--- config.mk ---
export PLATFORM = sky130hd
export DESIGN_NAME = sd_card_spi_host_engine_core
export DESIGN_NICKNAME = d
export VERILOG_FILES = /design/src/rtl/sdspi_pkg.sv /design/src/rtl/sd_card_spi_host_engine_core.sv /design/src/rtl/sdspi_step.sv /design/src/rtl/sdspi_out_fifo.sv
export SDC_FILE = /design/constraint.sdc
export NUM_CORES = 1
export LEC_CHECK = 0
export BUFFER_PORTS_ARGS = -buffer_cell sky130_fd_sc_hd__buf_4
export CAP_MARGIN = 20
export CORE_ASPECT_RATIO = 1.2
export CORE_UTILIZATION = 45
export DETAILED_ROUTE_END_ITERATION = 16
export GPL_TIMING_DRIVEN = 0
export PLACE_DENSITY = 0.74
export SLEW_MARGIN = 20
export SYNTH_ARGS = -nofsm -noshare
export SYNTH_HDL_FRONTEND = slang
export SYNTH_SLANG_ARGS = --single-unit
--- constraint.sdc ---
create_clock -name clk_i -period 6.05 [get_ports clk_i]
set_input_delay 1.21 -clock clk_i [delete_from_list [all_inputs] [get_ports clk_i]]
set_output_delay 1.21 -clock clk_i [all_outputs]
set_load 0.01 [all_outputs]
--- src/rtl/sdspi_pkg.sv ---
// Shared types and constants for the SD card SPI host engine.
// No dependencies.
`timescale 1ns / 1ps
package sdspi_pkg;

  typedef enum logic [4:0] {
    PH_IDLE, PH_INIT_DUMMY, PH_CMD, PH_STUFF, PH_POLL, PH_AFTER_IDLE, PH_SKIP_IF,
    PH_RETRY_OP, PH_AFTER_OP, PH_OCR, PH_SKIP_OCR, PH_FINAL, PH_READY_CMD,
    PH_READY_STOP, PH_READY_BLOCK, PH_READY_END, PH_TOKEN, PH_RD_DATA, PH_RD_CRC,
    PH_WR_TOKEN, PH_WR_NEED, PH_WR_DATA, PH_WR_CRC, PH_WR_RESP, PH_WR_STOP, PH_PAD
  } sdspi_phase_e;

  typedef enum logic [1:0] {
    ACT_REQUEST = 2'd0, ACT_RX = 2'd1, ACT_WDATA = 2'd2, ACT_NONE = 2'd3
  } sdspi_action_e;

  localparam logic [1:0] CFG_ATTEMPTS   = 2'd0;
  localparam logic [1:0] CFG_IDLE_LIMIT = 2'd1;
  localparam logic [1:0] CFG_POLLS      = 2'd2;

  localparam logic [1:0] KIND_TX   = 2'd0;
  localparam logic [1:0] KIND_RD   = 2'd1;
  localparam logic [1:0] KIND_NEED = 2'd2;
  localparam logic [1:0] KIND_DONE = 2'd3;

  localparam logic [2:0] ST_OK        = 3'd0;
  localparam logic [2:0] ST_IDLE_TO   = 3'd1;
  localparam logic [2:0] ST_READY_TO  = 3'd2;
  localparam logic [2:0] ST_CMD_REJ   = 3'd3;
  localparam logic [2:0] ST_DATA_REJ  = 3'd4;

  localparam logic [2:0] OP_INIT     = 3'd0;
  localparam logic [2:0] OP_RD_ONE   = 3'd1;
  localparam logic [2:0] OP_WR_ONE   = 3'd2;
  localparam logic [2:0] OP_RD_MANY  = 3'd3;
  localparam logic [2:0] OP_WR_MANY  = 3'd4;

  localparam logic [7:0] C_GO_IDLE  = 8'h40;
  localparam logic [7:0] C_OP_COND  = 8'h41;
  localparam logic [7:0] C_IF_COND  = 8'h48;
  localparam logic [7:0] C_STOP     = 8'h4C;
  localparam logic [7:0] C_RD_ONE   = 8'h51;
  localparam logic [7:0] C_RD_MANY  = 8'h52;
  localparam logic [7:0] C_WR_ONE   = 8'h58;
  localparam logic [7:0] C_WR_MANY  = 8'h59;
  localparam logic [7:0] C_READ_OCR = 8'h7A;

  localparam logic [7:0] TOK_START  = 8'hFE;
  localparam logic [7:0] TOK_MULTI  = 8'hFC;
  localparam logic [7:0] TOK_STOP   = 8'hFD;
  localparam logic [7:0] BYTE_IDLE  = 8'hFF;
  localparam logic [7:0] CRC_GO_IDLE = 8'h95;
  localparam logic [7:0] CRC_IF_COND = 8'h87;
  localparam logic [7:0] DRESP_OK   = 8'h05;

  localparam int unsigned DUMMY_BYTES = 15;

  typedef struct packed {
    sdspi_phase_e phase;
    logic [12:0]  poll;
    logic [3:0]   attempt;
    logic [8:0]   blocks_left;
    logic [31:0]  addr;
    logic         blk_addr;
    logic         v2;
    logic         fast;
    logic [2:0]   seq_op;
    logic [7:0]   cmd;
    logic [4:0]   polls_done;
  } eng_state_t;

  typedef struct packed {
    logic [3:0]  init_attempts;
    logic [11:0] idle_poll_limit;
    logic [3:0]  response_polls;
  } cfg_t;

  typedef struct packed {
    logic [1:0] kind;
    logic [7:0] tx;
    logic       cs;
    logic [7:0] rd;
    logic [2:0] st;
    logic [7:0] r1;
    logic       fast;
  } res_t;

  typedef struct packed {
    res_t res;
    logic last;
  } beat_t;

endpackage

--- src/rtl/sd_card_spi_host_engine_core.sv ---
// Top level of the SD card SPI host engine: state, configuration, step, queue.
// Depends on sdspi_pkg, sdspi_step and sdspi_out_fifo.
//
// Usage: the input channel carries requests, bytes returned from the card and
// write data bytes; each accepted beat makes zero, one or two result beats on
// the output channel (transmit byte, read data byte, write data request, done).
// One input beat is taken per cycle while in_ready_o is high: the step logic
// between the state registers and the four-entry result queue finishes each
// beat in that cycle. Results are registered in the queue before they reach the
// output. in_ready_o stays high while the queue has room for two results, so
// beats that make two results can fill it faster than the receiver drains it.
// When the receiver stalls, results wait in the queue and input is held off
// once fewer than two slots are free; nothing is dropped.
// Reset puts the engine idle with slow clock and byte addressing and loads the
// configuration defaults; configuration writes take effect on the next cycle.
`timescale 1ns / 1ps
module sd_card_spi_host_engine_core #(
  parameter int unsigned BLOCK_BYTES = 512
) (
  input  logic        clk_i,
  input  logic        rst_ni,
  input  logic        cfg_we_i,
  input  logic [1:0]  cfg_idx_i,
  input  logic [11:0] cfg_data_i,
  input  logic        in_valid_i,
  output logic        in_ready_o,
  input  logic [1:0]  action_i,
  input  logic [2:0]  op_i,
  input  logic [31:0] block_addr_i,
  input  logic [7:0]  block_count_i,
  input  logic [7:0]  rx_byte_i,
  input  logic [7:0]  wr_data_i,
  output logic        out_valid_o,
  input  logic        out_ready_i,
  output logic [1:0]  kind_o,
  output logic [7:0]  tx_byte_o,
  output logic        cs_active_o,
  output logic [7:0]  rd_data_o,
  output logic [2:0]  status_o,
  output logic [7:0]  r1_value_o,
  output logic        fast_clock_o,
  output logic        last_o
);

  localparam int unsigned BCW = $clog2(BLOCK_BYTES + 1);

  sdspi_pkg::eng_state_t st_q, st_d;
  logic [BCW-1:0]        bc_q, bc_d;
  sdspi_pkg::cfg_t       cfg_q;
  sdspi_pkg::res_t       res0, res1;
  logic [1:0]            nres;
  logic                  accept;
  logic                  room2;
  logic [1:0]            push_n;
  sdspi_pkg::beat_t      push0, push1, head;

  assign in_ready_o = room2;
  assign accept = in_valid_i && room2;

  sdspi_step #(.BLOCK_BYTES(BLOCK_BYTES), .BCW(BCW)) u_step (
    .st_i(st_q), .bc_i(bc_q), .cfg_i(cfg_q),
    .action_i(action_i), .op_i(op_i), .block_addr_i(block_addr_i),
    .block_count_i(block_count_i), .rx_byte_i(rx_byte_i), .wr_data_i(wr_data_i),
    .st_o(st_d), .bc_o(bc_d), .res0_o(res0), .res1_o(res1), .nres_o(nres)
  );

  assign push_n = accept ? nres : 2'd0;
  assign push0 = '{res: res0, last: (nres == 2'd1)};
  assign push1 = '{res: res1, last: 1'b1};

  sdspi_out_fifo u_fifo (
    .clk_i(clk_i), .rst_ni(rst_ni), .push_n_i(push_n), .push0_i(push0),
    .push1_i(push1), .room2_o(room2), .valid_o(out_valid_o),
    .ready_i(out_ready_i), .data_o(head)
  );

  always_ff @(posedge clk_i or negedge rst_ni) begin
    if (!rst_ni) begin
      st_q <= '{phase: sdspi_pkg::PH_IDLE, default: '0};
      bc_q <= '0;
      cfg_q <= '{init_attempts: 4'd10, idle_poll_limit: 12'd1000, response_polls: 4'd10};
    end else begin
      if (accept) begin
        st_q <= st_d;
        bc_q <= bc_d;
      end
      if (cfg_we_i) begin
        case (cfg_idx_i)
          sdspi_pkg::CFG_ATTEMPTS: cfg_q.init_attempts <= cfg_data_i[3:0];
          sdspi_pkg::CFG_IDLE_LIMIT: cfg_q.idle_poll_limit <= cfg_data_i;
          sdspi_pkg::CFG_POLLS: cfg_q.response_polls <= cfg_data_i[3:0];
          default: ;
        endcase
      end
    end
  end

  assign kind_o = head.res.kind;
  assign tx_byte_o = head.res.tx;
  assign cs_active_o = head.res.cs;
  assign rd_data_o = head.res.rd;
  assign status_o = head.res.st;
  assign r1_value_o = head.res.r1;
  assign fast_clock_o = head.res.fast;
  assign last_o = head.last;

endmodule

--- src/rtl/sdspi_step.sv ---
// Combinational step of the protocol engine: next state and up to two results.
// Depends on sdspi_pkg.
`timescale 1ns / 1ps
module sdspi_step #(
  parameter int unsigned BLOCK_BYTES = 512,
  parameter int unsigned BCW = 10
) (
  input  sdspi_pkg::eng_state_t st_i,
  input  logic [BCW-1:0]        bc_i,
  input  sdspi_pkg::cfg_t       cfg_i,
  input  logic [1:0]            action_i,
  input  logic [2:0]            op_i,
  input  logic [31:0]           block_addr_i,
  input  logic [7:0]            block_count_i,
  input  logic [7:0]            rx_byte_i,
  input  logic [7:0]            wr_data_i,
  output sdspi_pkg::eng_state_t st_o,
  output logic [BCW-1:0]        bc_o,
  output sdspi_pkg::res_t       res0_o,
  output sdspi_pkg::res_t       res1_o,
  output logic [1:0]            nres_o
);

  function automatic logic [7:0] frame_byte(logic [2:0] i, logic [7:0] cmd,
                                            logic [31:0] arg);
    logic [7:0] b;
    case (i)
      3'd0: b = cmd;
      3'd1: b = arg[31:24];
      3'd2: b = arg[23:16];
      3'd3: b = arg[15:8];
      3'd4: b = arg[7:0];
      default: begin
        if (cmd == sdspi_pkg::C_GO_IDLE) b = sdspi_pkg::CRC_GO_IDLE;
        else if (cmd == sdspi_pkg::C_IF_COND) b = sdspi_pkg::CRC_IF_COND;
        else b = sdspi_pkg::BYTE_IDLE;
      end
    endcase
    return b;
  endfunction

  sdspi_pkg::eng_state_t s;
  logic [BCW-1:0] bc;
  logic           has_rd;
  logic           m_valid;
  logic [1:0]     m_kind;
  logic [7:0]     m_tx;
  logic [2:0]     m_st;
  logic [7:0]     m_r1;
  logic           do_start;
  logic [7:0]     start_code;
  logic [31:0]    start_arg;
  logic           do_fail;
  logic [2:0]     fail_st;
  logic           do_attempt;
  logic [4:0]     lim;
  logic [31:0]    scaled;
  logic [7:0]     rx;
  sdspi_pkg::res_t m_res;
  sdspi_pkg::res_t rd_res;

  assign rx = rx_byte_i;
  assign scaled = 32'(block_addr_i * 32'(BLOCK_BYTES));
  assign lim = (cfg_i.response_polls == 4'd0) ? 5'd16 : {1'b0, cfg_i.response_polls};

  always_comb begin
    s = st_i;
    bc = bc_i;
    has_rd = 1'b0;
    m_valid = 1'b0;
    m_kind = sdspi_pkg::KIND_TX;
    m_tx = sdspi_pkg::BYTE_IDLE;
    m_st = sdspi_pkg::ST_OK;
    m_r1 = 8'd0;
    do_start = 1'b0;
    start_code = 8'd0;
    start_arg = 32'd0;
    do_fail = 1'b0;
    fail_st = sdspi_pkg::ST_OK;
    do_attempt = 1'b0;
    case (action_i)
      sdspi_pkg::ACT_REQUEST: begin
        if (st_i.phase == sdspi_pkg::PH_IDLE) begin
          m_valid = 1'b1;
          if (op_i == sdspi_pkg::OP_INIT) begin
            s.seq_op = sdspi_pkg::OP_INIT;
            s.attempt = 4'd0;
            if (cfg_i.init_attempts == 4'd0) begin
              m_kind = sdspi_pkg::KIND_DONE;
              m_st = sdspi_pkg::ST_IDLE_TO;
            end else begin
              do_attempt = 1'b1;
            end
          end else if (op_i > sdspi_pkg::OP_WR_MANY) begin
            m_kind = sdspi_pkg::KIND_DONE;
            m_st = sdspi_pkg::ST_CMD_REJ;
          end else begin
            s.seq_op = op_i;
            s.addr = st_i.blk_addr ? block_addr_i : scaled;
            if (op_i == sdspi_pkg::OP_RD_MANY || op_i == sdspi_pkg::OP_WR_MANY)
              s.blocks_left = (block_count_i == 8'd0) ? 9'd256 : {1'b0, block_count_i};
            else
              s.blocks_left = 9'd1;
            s.phase = sdspi_pkg::PH_READY_CMD;
          end
        end
      end
      sdspi_pkg::ACT_WDATA: begin
        if (st_i.phase == sdspi_pkg::PH_WR_NEED) begin
          m_valid = 1'b1;
          m_tx = wr_data_i;
          s.phase = sdspi_pkg::PH_WR_DATA;
        end
      end
      sdspi_pkg::ACT_RX: begin
        m_valid = 1'b1;
        case (st_i.phase)
          sdspi_pkg::PH_INIT_DUMMY: begin
            bc = bc_i + BCW'(1);
            if (bc >= BCW'(sdspi_pkg::DUMMY_BYTES)) begin
              s.poll = 13'd0;
              do_start = 1'b1;
              start_code = sdspi_pkg::C_GO_IDLE;
            end
          end
          sdspi_pkg::PH_CMD: begin
            bc = bc_i + BCW'(1);
            if (bc < BCW'(6)) begin
              m_tx = frame_byte(bc[2:0], st_i.cmd, st_i.addr);
            end else if (st_i.cmd == sdspi_pkg::C_STOP) begin
              s.phase = sdspi_pkg::PH_STUFF;
            end else begin
              s.polls_done = 5'd0;
              s.phase = sdspi_pkg::PH_POLL;
            end
          end
          sdspi_pkg::PH_STUFF: begin
            s.polls_done = 5'd0;
            s.phase = sdspi_pkg::PH_POLL;
          end
          sdspi_pkg::PH_POLL: begin
            s.polls_done = st_i.polls_done + 5'd1;
            if (!(rx[7] && s.polls_done < lim)) begin
              case (st_i.cmd)
                sdspi_pkg::C_GO_IDLE: begin
                  if (rx == 8'd1) begin
                    s.phase = sdspi_pkg::PH_AFTER_IDLE;
                  end else if (st_i.poll > {1'b0, cfg_i.idle_poll_limit}) begin
                    m_valid = 1'b0;
                    do_fail = 1'b1;
                    fail_st = sdspi_pkg::ST_IDLE_TO;
                  end else begin
                    s.poll = st_i.poll + 13'd1;
                    do_start = 1'b1;
                    start_code = sdspi_pkg::C_GO_IDLE;
                  end
                end
                sdspi_pkg::C_IF_COND: begin
                  s.v2 = (rx == 8'd1);
                  if (s.v2) begin
                    bc = BCW'(5);
                  end else begin
                    bc = BCW'(1);
                    s.blk_addr = 1'b0;
                  end
                  s.phase = sdspi_pkg::PH_SKIP_IF;
                end
                sdspi_pkg::C_OP_COND:
                  s.phase = (rx == 8'd0) ? sdspi_pkg::PH_AFTER_OP : sdspi_pkg::PH_RETRY_OP;
                sdspi_pkg::C_READ_OCR:
                  s.phase = (rx == 8'd0) ? sdspi_pkg::PH_OCR : sdspi_pkg::PH_FINAL;
                sdspi_pkg::C_RD_ONE, sdspi_pkg::C_RD_MANY: begin
                  if (rx != 8'd0) begin
                    m_kind = sdspi_pkg::KIND_DONE;
                    m_st = sdspi_pkg::ST_CMD_REJ;
                    m_r1 = rx;
                  end else begin
                    s.phase = sdspi_pkg::PH_TOKEN;
                  end
                end
                sdspi_pkg::C_WR_ONE: begin
                  if (rx != 8'd0) begin
                    m_kind = sdspi_pkg::KIND_DONE;
                    m_st = sdspi_pkg::ST_CMD_REJ;
                    m_r1 = rx;
                  end else begin
                    s.phase = sdspi_pkg::PH_WR_TOKEN;
                    m_tx = sdspi_pkg::TOK_START;
                  end
                end
                sdspi_pkg::C_WR_MANY: begin
                  if (rx > 8'd1) begin
                    m_kind = sdspi_pkg::KIND_DONE;
                    m_st = sdspi_pkg::ST_CMD_REJ;
                    m_r1 = rx;
                  end else begin
                    s.phase = sdspi_pkg::PH_READY_BLOCK;
                  end
                end
                default: s.phase = sdspi_pkg::PH_PAD;
              endcase
            end
          end
          sdspi_pkg::PH_AFTER_IDLE: begin
            do_start = 1'b1;
            start_code = sdspi_pkg::C_IF_COND;
            start_arg = 32'h0000_01AA;
          end
          sdspi_pkg::PH_SKIP_IF: begin
            if (bc_i != '0) bc = bc_i - BCW'(1);
            if (bc == '0) begin
              s.poll = 13'd0;
              do_start = 1'b1;
              start_code = sdspi_pkg::C_OP_COND;
              start_arg = st_i.v2 ? 32'h4000_0000 : 32'd0;
            end
          end
          sdspi_pkg::PH_RETRY_OP: begin
            if (st_i.poll > {1'b0, cfg_i.idle_poll_limit}) begin
              m_valid = 1'b0;
              do_fail = 1'b1;
              fail_st = sdspi_pkg::ST_READY_TO;
            end else begin
              s.poll = st_i.poll + 13'd1;
              do_start = 1'b1;
              start_code = sdspi_pkg::C_OP_COND;
              start_arg = st_i.addr;
            end
          end
          sdspi_pkg::PH_AFTER_OP: begin
            if (st_i.v2) begin
              do_start = 1'b1;
              start_code = sdspi_pkg::C_READ_OCR;
            end else begin
              s.phase = sdspi_pkg::PH_FINAL;
            end
          end
          sdspi_pkg::PH_OCR: begin
            s.blk_addr = rx[6];
            bc = BCW'(4);
            s.phase = sdspi_pkg::PH_SKIP_OCR;
          end
          sdspi_pkg::PH_SKIP_OCR: begin
            if (bc_i != '0) bc = bc_i - BCW'(1);
            s.phase = (bc != '0) ? sdspi_pkg::PH_SKIP_OCR : sdspi_pkg::PH_FINAL;
          end
          sdspi_pkg::PH_FINAL: begin
            s.fast = 1'b1;
            m_kind = sdspi_pkg::KIND_DONE;
          end
          sdspi_pkg::PH_READY_CMD: begin
            if (rx != 8'd0) begin
              do_start = 1'b1;
              start_arg = st_i.addr;
              case (st_i.seq_op)
                sdspi_pkg::OP_RD_ONE:  start_code = sdspi_pkg::C_RD_ONE;
                sdspi_pkg::OP_WR_ONE:  start_code = sdspi_pkg::C_WR_ONE;
                sdspi_pkg::OP_RD_MANY: start_code = sdspi_pkg::C_RD_MANY;
                default:               start_code = sdspi_pkg::C_WR_MANY;
              endcase
            end
          end
          sdspi_pkg::PH_READY_STOP: begin
            if (rx != 8'd0) begin
              do_start = 1'b1;
              start_code = sdspi_pkg::C_STOP;
            end
          end
          sdspi_pkg::PH_READY_BLOCK: begin
            if (rx != 8'd0) begin
              s.phase = sdspi_pkg::PH_WR_TOKEN;
              m_tx = sdspi_pkg::TOK_MULTI;
            end
          end
          sdspi_pkg::PH_READY_END: begin
            if (rx != 8'd0) begin
              s.phase = sdspi_pkg::PH_WR_STOP;
              m_tx = sdspi_pkg::TOK_STOP;
            end
          end
          sdspi_pkg::PH_TOKEN: begin
            if (rx == sdspi_pkg::TOK_START) begin
              bc = '0;
              s.phase = sdspi_pkg::PH_RD_DATA;
            end
          end
          sdspi_pkg::PH_RD_DATA: begin
            has_rd = 1'b1;
            bc = bc_i + BCW'(1);
            if (bc >= BCW'(BLOCK_BYTES)) begin
              bc = '0;
              s.phase = sdspi_pkg::PH_RD_CRC;
            end
          end
          sdspi_pkg::PH_RD_CRC: begin
            bc = bc_i + BCW'(1);
            if (bc >= BCW'(2)) begin
              if (st_i.blocks_left != 9'd0) s.blocks_left = st_i.blocks_left - 9'd1;
              if (s.blocks_left != 9'd0) s.phase = sdspi_pkg::PH_TOKEN;
              else if (st_i.seq_op == sdspi_pkg::OP_RD_MANY)
                s.phase = sdspi_pkg::PH_READY_STOP;
              else m_kind = sdspi_pkg::KIND_DONE;
            end
          end
          sdspi_pkg::PH_WR_TOKEN: begin
            bc = '0;
            m_kind = sdspi_pkg::KIND_NEED;
            s.phase = sdspi_pkg::PH_WR_NEED;
          end
          sdspi_pkg::PH_WR_DATA: begin
            bc = bc_i + BCW'(1);
            if (bc < BCW'(BLOCK_BYTES)) begin
              m_kind = sdspi_pkg::KIND_NEED;
              s.phase = sdspi_pkg::PH_WR_NEED;
            end else begin
              bc = '0;
              s.phase = sdspi_pkg::PH_WR_CRC;
            end
          end
          sdspi_pkg::PH_WR_CRC: begin
            bc = bc_i + BCW'(1);
            s.phase = (bc < BCW'(2)) ? sdspi_pkg::PH_WR_CRC : sdspi_pkg::PH_WR_RESP;
          end
          sdspi_pkg::PH_WR_RESP: begin
            if (rx[4:0] != sdspi_pkg::DRESP_OK[4:0]) begin
              m_kind = sdspi_pkg::KIND_DONE;
              m_st = sdspi_pkg::ST_DATA_REJ;
            end else begin
              if (st_i.blocks_left != 9'd0) s.blocks_left = st_i.blocks_left - 9'd1;
              if (s.blocks_left != 9'd0) s.phase = sdspi_pkg::PH_READY_BLOCK;
              else if (st_i.seq_op == sdspi_pkg::OP_WR_MANY)
                s.phase = sdspi_pkg::PH_READY_END;
              else m_kind = sdspi_pkg::KIND_DONE;
            end
          end
          sdspi_pkg::PH_WR_STOP: s.phase = sdspi_pkg::PH_PAD;
          sdspi_pkg::PH_PAD: m_kind = sdspi_pkg::KIND_DONE;
          default: m_valid = 1'b0;
        endcase
      end
      default: ;
    endcase

    if (do_fail) begin
      m_valid = 1'b1;
      if (s.attempt != 4'd15) s.attempt = s.attempt + 4'd1;
      if (s.attempt >= cfg_i.init_attempts) begin
        m_kind = sdspi_pkg::KIND_DONE;
        m_st = fail_st;
      end else begin
        do_attempt = 1'b1;
      end
    end
    if (do_attempt) begin
      s.fast = 1'b0;
      bc = '0;
      s.phase = sdspi_pkg::PH_INIT_DUMMY;
      m_kind = sdspi_pkg::KIND_TX;
      m_tx = sdspi_pkg::BYTE_IDLE;
    end
    if (do_start) begin
      s.cmd = start_code;
      s.addr = start_arg;
      bc = '0;
      s.phase = sdspi_pkg::PH_CMD;
      m_kind = sdspi_pkg::KIND_TX;
      m_tx = start_code;
    end
    if (m_kind == sdspi_pkg::KIND_DONE) s.phase = sdspi_pkg::PH_IDLE;
  end

  always_comb begin
    m_res = '0;
    m_res.kind = m_kind;
    m_res.fast = s.fast;
    case (m_kind)
      sdspi_pkg::KIND_TX: begin
        m_res.tx = m_tx;
        m_res.cs = (s.phase != sdspi_pkg::PH_INIT_DUMMY);
      end
      sdspi_pkg::KIND_DONE: begin
        m_res.st = m_st;
        m_res.r1 = m_r1;
      end
      default: ;
    endcase
    rd_res = '0;
    rd_res.kind = sdspi_pkg::KIND_RD;
    rd_res.rd = rx;
    rd_res.fast = s.fast;
  end

  assign st_o = s;
  assign bc_o = bc;
  assign res0_o = has_rd ? rd_res : m_res;
  assign res1_o = m_res;
  assign nres_o = {1'b0, m_valid} + {1'b0, has_rd};

endmodule

--- src/rtl/sdspi_out_fifo.sv ---
// Four-entry result queue taking up to two beats per cycle.
// Depends on sdspi_pkg.
`timescale 1ns / 1ps
module sdspi_out_fifo (
  input  logic                clk_i,
  input  logic                rst_ni,
  input  logic [1:0]          push_n_i,
  input  sdspi_pkg::beat_t    push0_i,
  input  sdspi_pkg::beat_t    push1_i,
  output logic                room2_o,
  output logic                valid_o,
  input  logic                ready_i,
  output sdspi_pkg::beat_t    data_o
);

  sdspi_pkg::beat_t mem_q [4];
  logic [1:0] wr_q, rd_q;
  logic [2:0] cnt_q;
  logic       pop;

  assign valid_o = (cnt_q != 3'd0);
  assign pop = valid_o && ready_i;
  assign room2_o = (cnt_q <= 3'd2);
  assign data_o = mem_q[rd_q];

  always_ff @(posedge clk_i) begin
    if (push_n_i != 2'd0) mem_q[wr_q] <= push0_i;
    if (push_n_i == 2'd2) mem_q[wr_q + 2'd1] <= push1_i;
  end

  always_ff @(posedge clk_i or negedge rst_ni) begin
    if (!rst_ni) begin
      wr_q <= 2'd0;
      rd_q <= 2'd0;
      cnt_q <= 3'd0;
    end else begin
      wr_q <= wr_q + push_n_i;
      rd_q <= rd_q + {1'b0, pop};
      cnt_q <= cnt_q + {1'b0, push_n_i} - {2'b0, pop};
    end
  end

endmodule

==> summary.txt, run 1 <==
=================================================================================================
PD cells                                                                               379 nW/um2
Required time reported for the critical path endpoint                                     6280 ps
Total Routing Usage GR                                                                      29.2%
Relative slew margins                                                                       32.1%
Post-detailed-placement half-perimeter wirelength                                       37,900 um
Delay of the slowest cell on the worst path                                                560 ps
CTS tree                                                                                    built
Critical path class                                                                  input port to flop
Design Area, Final                                                                     17,900 um2
Maximum number of pins on one net before global-route repair                                   70
Number of flops mapped to enable cells by yosys                                                92
H-tree Lvls                                                                                     1
Classification of the worst-slack hold path                                          flop to flop
Gate Count Post-Synth                                                                       1,684
Core region area                                                                       33,400 um2
Number of distinct library cell variants in the gate-level netlist after synthesis             94
DIE WIDTH                                                                                  171 um
Buffer levels on the longest clock path                                                         3
Final worst hold slack                                                                     481 ps
Number of nets at the end of the flow                                                       1,955
FF-to-FF End                                                                         u_fifo.mem_q[1][1]$_DFFE_PP_
Latest clock arrival within the worst-skew pair                                            570 ps
Final setup margin                                                                         115 ps
Mapped Area                                                                            15,400 um2
Static Leak                                                                               7.05 nW
Yosys top cell by area                                                               sky130_fd_sc_hd__edfxtp_1
Remaining design rule violation count                                                           0
IO Count                                                                                      114
Die Height                                                                                 205 um
Achievable Freq                                                                           168 MHz
Share of final-layout standard cells stronger than drive strength 1                         16.0%
Hold Path Origin                                                                     st_q[16]$_DFFE_PN0P_
Unrepaired setup endpoints after global routing                                               yes
Outcome                                                                              complete, no violations
# hold bufs at CTS                                                                              0
CP top delay family                                                                  simple AND/OR/NAND/NOR gates
Min-Delay Path Depth                                                                            2
Detailed-routing iteration count for the pre-antenna-repair pass                                6
Mean number of vias per cell                                                                 6.26
Number of setup violations in the final report                                                  0
Highest metal used                                                                           met4
Number of antenna violations at the first check in global routing                               0
Vias in the first global route                                                              14.0k
Max-cap violations                                                                              0
Seq cells post-synth                                                                          246
Main synth FF type                                                                   sky130_fd_sc_hd__dfrtp_1
Clk pin slew, worst setup/hold paths                                                        60 ps
Synthesized net count                                                                       1,806
Layout area overhead                                                                        16.1%
Drt initial violations                                                                      1,469
Most repeated library cell on the critical path                                      sky130_fd_sc_hd__clkbuf_1
Average routed wire per standard cell                                                     22.2 um
Cell types with the largest area share after synthesis                               sky130_fd_sc_hd__edfxtp_1, sky130_fd_sc_hd__dfrtp_1, sky130_fd_sc_hd__nor2_1
Worst-Margin Slew                                                                         1010 ps
Number of placed instances, taps included                                                   2,251
Total met2 wirelength after detailed routing                                            24,700 um
Portion of the clock cycle consumed by the worst path in the final layout                   98.1%
VDD IR max                                                                               0.229 mV
Max FO, Critical Path                                                                          11
Critical path launch point type                                                        input port
Area fraction of the dominant cell type after synthesis                                     18.0%
Clock period minus worst slack                                                            5930 ps
Total via count in the routed design                                                        14.4k
Worst-case setup slack after placement                                                    -996 ps
Total of warnings raised by yosys                                                               0
Post-Route Utilization                                                                      53.4%
Number of rows in the core area                                                                73
Ant. Diodes                                                                                     0
Start of the worst register-to-register path                                         st_q[0]$_DFFE_PN0P_
Slowest stage cell on the critical path                                              sky130_fd_sc_hd__nor4_1
Clk sink count                                                                                246
Synth async-reset ratio                                                                     48.0%
Worst clock skew                                                                          28.6 ps
CTS Root Cell                                                                        sky130_fd_sc_hd__clkbuf_16
Cell breakdown of the critical path                                                  clkbuf_1 > nor4_1 > nand3_1 > a31oi_2 > nand2b_1 > nor4_1 > o21ai_0 > a31oi_1 > o21ai_1 > ha_1 > clkbuf_1 > o21ai_0 > nand2b_1 > clkbuf_1 > and2_1 > clkinvlp_4
Combined buffer and inverter count along the critical path                                      4
Arrival time at the worst endpoint                                                        6160 ps
Initial core utilization                                                                    46.0%
Hold EP                                                                              st_q[16]$_DFFE_PN0P_
Instance area after placement                                                          16,900 um2
Hold violation total from the final report                                                      0
FF-to-FF setup slack                                                                       290 ps
Global route total overflow                                                                     0
Antenna Nets Post-Route                                                                         0
Kind of capture point of the worst setup path                                                flop
Mean cell area of the mapped netlist                                                     9.13 um2
Final routed wirelength across all metal layers                                         51,100 um
Met3 wirelength from detailed routing                                                     3990 um
Filler cell count                                                                           3,079
M1 wire length                                                                          19,700 um
Portion of the post-synthesis area used by sequential elements                              41.9%
Port Buffers                                                                                  112
Die area                                                                               34,900 um2
Routability cong.                                                                            1.03
Final Max Tran Viols                                                                            0
Clock buffer count from CTS                                                                    27
First-pass GRT wire length                                                              78,700 um
Layout Cells excl Fill                                                                      2,304
Number of cells on the worst reg-to-reg path                                                   19
=================================================================================================
power breakdown:
part	total, mW	internal, mW	switching (mW)
Sequential	2.14	1.97	0.175
Combinational	2.95	1.08	1.87
Clock	1.67	0.984	0.687
state kept, by name, indices dropped and copies added, names as in the netlist:
register,flops
u_fifo.cnt_q,3
u_fifo.wr_q,2
u_fifo.mem_q,128
st_q,81
u_fifo.rd_q,2
bc_q,10
cfg_q,20
cell families after synthesis:
logic type | after synthesis | synth area share (%)
AO/OA/AOI/OAI | 423 | 18.5
multiplexers | 86 | 8.40
XOR/XNOR | 24 | 1.37
adder cells (fa/ha/maj) | 42 | 3.47
AND/OR/NAND/NOR | 691 | 22.0
buffers and inverters | 172 | 4.37
flip-flops | 246 | 41.9
how the worst max path moves through the flow:
stage | from | endpoint | slack (ps) | depth (start not counted)
4_1_cts | rx_byte_i[2] | u_fifo.mem_q[0][27]$_DFFE_PP_ | 5 | 18
2_1_floorplan | rx_byte_i[2] | u_fifo.mem_q[2][30]$_DFFE_PP_ | 1120 | 16
5_1_grt | st_q[0]$_DFFE_PN0P_ | u_fifo.mem_q[3][29]$_DFFE_PP_ | -20 | 21
3_3_place_gp | rx_byte_i[2] | u_fifo.mem_q[1][4]$_DFFE_PP_ | -1130 | 15
6_report | rx_byte_i[2] | u_fifo.mem_q[1][1]$_DFFE_PP_ | 120 | 16
3_5_place_dp | rx_byte_i[2] | u_fifo.mem_q[0][30]$_DFFE_PP_ | -1000 | 16
placed cells by master, fill, tap and decap left out, drive strengths merged, types with 7 or more instances in the layout:
master,count
dfstp,10
a2111oi,8
ha,41
or2,10
o22ai,8
a211oi,13
buf,142
xor2,7
and2,50
mux4,32
clkbuf,131
nand2,167
nor4,28
nand3,55
o211ai,19
a31oi,28
nor2b,11
nor3,48
a21oi,93
and3,10
nor3b,8
or4,10
or3,16
dfxtp,36
dfrtp,108
mux2i,29
mux2,25
nor2,211
o21ai,106
nand2b,22
a21o,13
nand4,18
o31ai,49
xnor2,17
inv,57
edfxtp,92
worst min-delay path: cells and delay by family, from the launching register on:
kind             cells  cell delay [ps]
flip-flops           1              340
AO/OA/AOI/OAI        1               60
AND/OR/NAND/NOR      1               40
synth_stat cells (all sizes together), types with 10 or more instances:
| master | n |
|---|---|
| mux2i | 29 |
| edfxtp | 92 |
| a21o | 13 |
| nand2b | 22 |
| ha | 41 |
| and3 | 10 |
| xnor2 | 17 |
| o31ai | 49 |
| inv | 58 |
| or2 | 10 |
| dfxtp | 36 |
| or3 | 16 |
| nor2 | 211 |
| nand4 | 18 |
| a211oi | 13 |
| buf | 23 |
| and2 | 50 |
| dfstp | 10 |
| nor2b | 11 |
| nand3 | 55 |
| a21oi | 93 |
| nor4 | 28 |
| mux4 | 32 |
| nand2 | 167 |
| nor3 | 48 |
| mux2 | 25 |
| a31oi | 28 |
| dfrtp | 108 |
| or4 | 10 |
| o21ai | 106 |
| clkbuf | 91 |
| o211ai | 19 |
metal layers:
layer  vias to the layer above  GRT usage, %
met3                       174          3.75
li1                       6524             -
met1                      6980          35.8
met5                         -             0
met4                         0          14.0
met2                       735          50.6
repair_timing:
action	4_1_cts	5_1_grt
cloned	0	2
endpoints found under the setup margin	125	188
gates resized for setup	5	16
setup buffers	0	2
metrics by stage:
stage	setup TNS, ps	total power [mW]
floorplan	0	4.04
global placement	-131810	4.99
detailed placement	-123360	5.04
CTS	0	6.73
global route	-91.0	7.12
finish	0	6.76
final cells by class:
type,count,area (um2),area share (%)
sequential,246,6450,36.1
multi-input combinational,1266,8330,46.6
clock buffer,41,748,4.19
clock inverter,9,138,0.771
inverter,58,225,1.26
buffer,112,450,2.52
timing repair buffer,120,945,5.29
tap,450,563,3.15
timing repair inverter,2,15.0,0.0841
Note: power is estimated with default switching activity, not from simulation.
==> inputs of run 2 (changes only) <==
Settings changed: CORE_UTILIZATION 45 to 50, PLACE_DENSITY 0.74 to 0.79.
==> summary.txt, run 2 (synthesis results as in run 1) <==
========================================================================================
H-tree Lvls                                                                            1
Mean number of vias per cell                                                        6.49
Maximum number of pins on one net before global-route repair                          68
Detailed-routing iteration count for the pre-antenna-repair pass                       6
VDD IR max                                                                      0.346 mV
Critical path launch point type                                                     flop
Clk pin slew, worst setup/hold paths                                               60 ps
CTS tree                                                                           built
Global route total overflow                                                            0
Critical path class                                                         flop to flop
PD cells                                                                      381 nW/um2
Largest registers in the final layout                                       u_fifo.mem_q (128), st_q (81), cfg_q (20)
Remaining design rule violation count                                                  0
Portion of the clock cycle consumed by the worst path in the final layout          97.1%
Required time reported for the critical path endpoint                            6340 ps
Outcome                                                                     complete, no violations
Total Routing Usage GR                                                             32.9%
Final setup margin                                                                177 ps
Number of rows in the core area                                                       69
Post-detailed-placement half-perimeter wirelength                              38,300 um
Routability cong.                                                                   1.02
Worst clock skew                                                                 25.2 ps
Drt initial violations                                                             1,428
Commonest non-fill, non-tap cell in the layout                              sky130_fd_sc_hd__nor2_1
Average routed wire per standard cell                                            23.2 um
Worst-case setup slack after placement                                           -872 ps
Cell depth of the worst setup path                                                    17
Combined buffer and inverter count along the critical path                             3
Unrepaired setup endpoints after global routing                                      yes
Min-Delay Path Depth                                                                   2
Arrival time at the worst endpoint                                               6160 ps
Total via count in the routed design                                               14.5k
Vias in the first global route                                                     14.6k
Classification of the worst-slack hold path                                 flop to flop
Final routed wirelength across all metal layers                                52,000 um
Share of final-layout standard cells stronger than drive strength 1                16.4%
Hold violation total from the final report                                             0
Antenna Nets Post-Route                                                                0
Number of setup violations in the final report                                         0
Clock buffer count from CTS                                                           27
Port Buffers                                                                         112
Footprint of the multi-input gates                                              8330 um2
IO Count                                                                             114
Ant. Diodes                                                                            0
Most repeated library cell on the critical path                             sky130_fd_sc_hd__nor2_1
Max-cap violations                                                                     0
Slowest stage cell on the critical path                                     sky130_fd_sc_hd__nor3b_1
Number of nets at the end of the flow                                              1,954
Number of flip-flops in the largest register                                         128
Achievable Freq                                                                  170 MHz
Number of cells on the worst reg-to-reg path                                          17
Cell breakdown of the critical path                                         clkbuf_1 > nor3b_1 > nand2_1 > a31oi_1 > nand2b_1 > nor4_1 > o21ai_0 > a31oi_1 > o21ai_1 > ha_1 > clkbuf_1 > o21ai_0 > or3_1 > nor2_1 > nor2_1 > clkbuf_2 > nor2_1
Die Height                                                                        194 um
Clk sink count                                                                       246
Relative slew margins                                                              27.6%
Max FO, Critical Path                                                                 10
Latest clock arrival within the worst-skew pair                                   560 ps
CP top delay family                                                         simple AND/OR/NAND/NOR gates
Core region area                                                              30,000 um2
Die area                                                                      31,500 um2
Commonest non-fill, non-tap cells in the layout                             sky130_fd_sc_hd__nor2_1, sky130_fd_sc_hd__nand2_1, sky130_fd_sc_hd__buf_4, sky130_fd_sc_hd__dfrtp_1, sky130_fd_sc_hd__o21ai_0
First-pass GRT wire length                                                     80,600 um
Initial core utilization                                                           51.3%
Largest Register                                                            u_fifo.mem_q
Final Max Tran Viols                                                                   0
Buffer levels on the longest clock path                                                3
Number of antenna violations at the first check in global routing                      0
Delay of the slowest cell on the worst path                                       750 ps
Clock period minus worst slack                                                   5870 ps
Layout area overhead                                                               15.8%
CTS Root Cell                                                               sky130_fd_sc_hd__clkbuf_16
DIE WIDTH                                                                         162 um
Kind of capture point of the worst setup path                                       flop
Worst-Margin Slew                                                                1080 ps
Post-Route Utilization                                                             59.5%
Sequential cell area                                                            6450 um2
Filler cell count                                                                  2,538
Static Leak                                                                      7.08 nW
========================================================================================
[run 2: changes by cell type in the layout (fill, tap and decap cells not counted), moves of 2 or more]
cell,change
sky130_fd_sc_hd__clkbuf_1,-13
sky130_fd_sc_hd__clkinv_1,+3
sky130_fd_sc_hd__clkinv_2,+3
sky130_fd_sc_hd__inv_6,+2
sky130_fd_sc_hd__nor2_1,+2
sky130_fd_sc_hd__nor2_2,-2
[run 2: worst paths after layout]
kind                                       from                             to  slack (ps)
max                        st_q[81]$_DFFE_PN0P_  u_fifo.mem_q[2][11]$_DFFE_PP_         180
max reg2reg                st_q[81]$_DFFE_PN0P_  u_fifo.mem_q[2][11]$_DFFE_PP_         180
max in group asynchronous                rst_ni          cfg_q[17]$_DFFE_PN1P_        4640
min in group asynchronous                rst_ni           st_q[46]$_DFFE_PN0P_         610
min reg2reg                st_q[28]$_DFFE_PN0P_           st_q[28]$_DFFE_PN0P_         480
min                        st_q[28]$_DFFE_PN0P_           st_q[28]$_DFFE_PN0P_         480
[run 2: metal layers]
metal  share of wire, %  GRT usage [%]  vias up
met5                  0              0        -
li1                   -              -     6519
met2                 49           56.9      785
met4                5.6           17.6        0
met3                7.5           4.36      202
met1                 38           39.5     7042
[run 2: what timing repair did]
action,in CTS,in global routing
endpoints found under the setup margin,109,168
resized for setup,8,10
endpoints found under the hold margin,0,0
hold buffers,0,0
setup buffers,0,3
gates cloned,0,2
[run 2: layout make-up]
cell class	count	share of cell area [%]
buffer	110	2.49
clock buffer	32	4.10
clock inverter	17	0.955
inverter	58	1.26
multi-input combinational	1266	46.8
sequential	246	36.2
tap	390	2.74
timing repair buffer	121	5.40
timing repair inverter	2	0.0843
[run 2: per-stage QoR]
step	instances	hold WS [ps]	setup TNS [ps]	power (mW)	instance area [um2]
after floorplan	1684	444	0	4.04	15400
after detailed placement	2190	467	-116430	5.03	16800
after global routing	2242	505	-2410	7.11	17800
final	2242	480	0	6.79	17800
after global placement	2186	459	-129180	4.97	16700
after CTS	2239	480	0	6.73	17700
[run 2: report_power, final]
group	internal, mW	switching, mW	total [mW]
logic	1.08	1.87	2.96
registers	1.97	0.171	2.14
clock network	0.988	0.707	1.70
total	4.04	2.75	6.79
[run 2: tightest hold or removal path: cells and delay by family (launching register included)]
kind | cells | cell delay [ps]
flip-flops | 1 | 340
AND/OR/NAND/NOR | 1 | 50
AO/OA/AOI/OAI | 1 | 50
==> inputs of run 3 (changes only) <==
Settings changed: REMOVE_ABC_BUFFERS from default to 1.
==> summary.txt, run 3 (synthesis results as in run 1) <==
========================================================================================
Number of cells on the worst reg-to-reg path                                          14
Layout Cells excl Fill                                                             2,131
Filler cell count                                                                  2,567
Core region area                                                              30,000 um2
Footprint of the multi-input gates                                              8360 um2
Total Routing Usage GR                                                             28.3%
Die area                                                                      31,500 um2
FF-to-FF setup slack                                                               40 ps
Final setup margin                                                               7.94 ps
Combinational group share of total power                                           37.4%
Maximum number of pins on one net before global-route repair                          73
Port Buffers                                                                         113
Slowest stage cell on the critical path                                     sky130_fd_sc_hd__nor3_2
Post-Route Utilization                                                             58.4%
Total chip power                                                                 6.66 mW
Number of flip-flops in the largest register                                         128
Worst-Margin Slew                                                                1140 ps
Global route total overflow                                                            0
# hold bufs at CTS                                                                     0
Total negative setup slack                                                          0 ps
Unrepaired setup endpoints after global routing                                      yes
Total via count in the routed design                                               13.8k
Remaining design rule violation count                                                  0
Delay of the slowest cell on the worst path                                       810 ps
Cell breakdown of the critical path                                         buf_4 > nor3_1 > nand3_1 > a31oi_1 > nand2b_1 > a21oi_1 > o211ai_1 > a31oi_1 > o21ai_0 > ha_1 > nand2_1 > nor3_2 > nor2_4 > nor3_2 > and2_1
Number of nets at the end of the flow                                              1,842
PD cells                                                                      381 nW/um2
Clock period minus worst slack                                                   6040 ps
Outcome                                                                     complete, no violations
CTS Root Cell                                                               sky130_fd_sc_hd__clkbuf_16
Required time reported for the critical path endpoint                            6450 ps
Die Height                                                                        194 um
Design Area, Final                                                            17,500 um2
Relative slew margins                                                              24.0%
H-tree Lvls                                                                            1
Max FO, Critical Path                                                                 15
Hold violation total from the final report                                             0
Final Max Tran Viols                                                                   0
Kind of capture point of the worst setup path                                       flop
Count of cells resized by post-cts repair                                              8
Vias in the first global route                                                     13.4k
Arrival time at the worst endpoint                                               6440 ps
Internal power component                                                         4.07 mW
Commonest non-fill, non-tap cells in the layout                             sky130_fd_sc_hd__nor2_1, sky130_fd_sc_hd__nand2_1, sky130_fd_sc_hd__buf_4, sky130_fd_sc_hd__dfrtp_1, sky130_fd_sc_hd__o21ai_0
Start of the worst register-to-register path                                st_q[77]$_DFFE_PN0P_
Share of final-layout standard cells stronger than drive strength 1                17.1%
Final routed wirelength across all metal layers                                45,000 um
Number of setup violations in the final report                                         0
Achievable Freq                                                                  166 MHz
Drt initial violations                                                             1,459
Worst-case setup slack after placement                                           -829 ps
Routability cong.                                                                   1.00
Final worst hold slack                                                            482 ps
Postcts setup bufs                                                                     0
Register share of total power                                                      35.9%
Layout area overhead                                                               13.7%
Largest registers in the final layout                                       u_fifo.mem_q (128), st_q (81), cfg_q (20)
Buffer levels on the longest clock path                                                3
Switching share of power                                                           38.8%
VDD IR max                                                                      0.379 mV
Clk pwr share                                                                      26.8%
Largest Register                                                            u_fifo.mem_q
FF-to-FF End                                                                u_fifo.mem_q[0][9]$_DFFE_PP_
Latest clock arrival within the worst-skew pair                                   560 ps
Initial core utilization                                                           51.3%
Worst setup path endpoint                                                   u_fifo.mem_q[0][9]$_DFFE_PP_
Number of antenna violations at the first check in global routing                      0
Instance area after placement                                                 16,500 um2
Clk pin slew, worst setup/hold paths                                               60 ps
Antenna Nets Post-Route                                                                0
Static Leak                                                                      6.99 nW
CP startpoint                                                               rx_byte_i[3]
Worst clock skew                                                                 25.2 ps
IO Count                                                                             114
Classification of the worst-slack hold path                                 flop to flop
Clock buffer count from CTS                                                           27
Commonest non-fill, non-tap cell in the layout                              sky130_fd_sc_hd__nor2_1
Portion of the clock cycle consumed by the worst path in the final layout          99.9%
DIE WIDTH                                                                         162 um
Number of placed instances, taps included                                          2,081
CTS tree                                                                           built
Number of rows in the core area                                                       69
Reported net switching power                                                     2.58 mW
Sequential cell area                                                            6450 um2
Ant. Diodes                                                                            0
Clk sink count                                                                       246
First-pass GRT wire length                                                     70,900 um
Max-cap violations                                                                     0
Post-detailed-placement half-perimeter wirelength                              32,300 um
Critical path class                                                         input port to flop
Average routed wire per standard cell                                            21.1 um
Mean number of vias per cell                                                        6.46
Critical path launch point type                                               input port
Detailed-routing iteration count for the pre-antenna-repair pass                       8
========================================================================================
## run 3: power groups by stage
stage	Clock (mW)	Sequential (mW)	Combinational [mW]
detailed placement	0	2.41	2.44
global route	1.86	2.43	2.71
global placement	0	2.45	2.29
floorplan	0	2.31	1.62
finish	1.78	2.39	2.49
CTS	1.79	2.38	2.45
## run 3: how the worst min path moves through the flow
stage          slack [ps]                          endpoint                        startpoint  depth (start not counted)
2_1_floorplan         440   u_fifo.mem_q[2][0]$_SDFFE_PP1P_   u_fifo.mem_q[2][0]$_SDFFE_PP1P_                          2
3_3_place_gp          450   u_fifo.mem_q[2][0]$_SDFFE_PP1P_   u_fifo.mem_q[2][0]$_SDFFE_PP1P_                          2
3_5_place_dp          470  u_fifo.mem_q[2][20]$_SDFFE_PP0P_  u_fifo.mem_q[2][20]$_SDFFE_PP0P_                          2
4_1_cts               480  u_fifo.mem_q[2][20]$_SDFFE_PP0P_  u_fifo.mem_q[2][20]$_SDFFE_PP0P_                          2
5_1_grt               510              st_q[22]$_DFFE_PN0P_              st_q[22]$_DFFE_PN0P_                          2
6_report              480  u_fifo.mem_q[2][20]$_SDFFE_PP0P_  u_fifo.mem_q[2][20]$_SDFFE_PP0P_                          2
## run 3: layout make-up
type | count | area share (%)
Clock inverter | 12 | 0.916
Multi-Input combinational cell | 1266 | 47.8
Clock buffer | 38 | 4.70
Sequential cell | 246 | 36.9
Tap cell | 390 | 2.79
Inverter | 58 | 1.29
Timing Repair Buffer | 121 | 5.62
## run 3: critical path: cells and delay by family
family / cells / cell delay [ps]
simple gates: 8 / 3230
fa+ha+maj: 1 / 360
compound gates: 5 / 1460
buf+inv: 1 / 150
## run 3: metal layers
metal  track usage (%)  vias up  part of all wire (%)
met1              34.4     6617                    37
met2              49.0      659                    50
met3              3.96      177                   7.9
met4              13.6        0                   5.0
met5                 0        -                     0
li1                  -     6303                     -
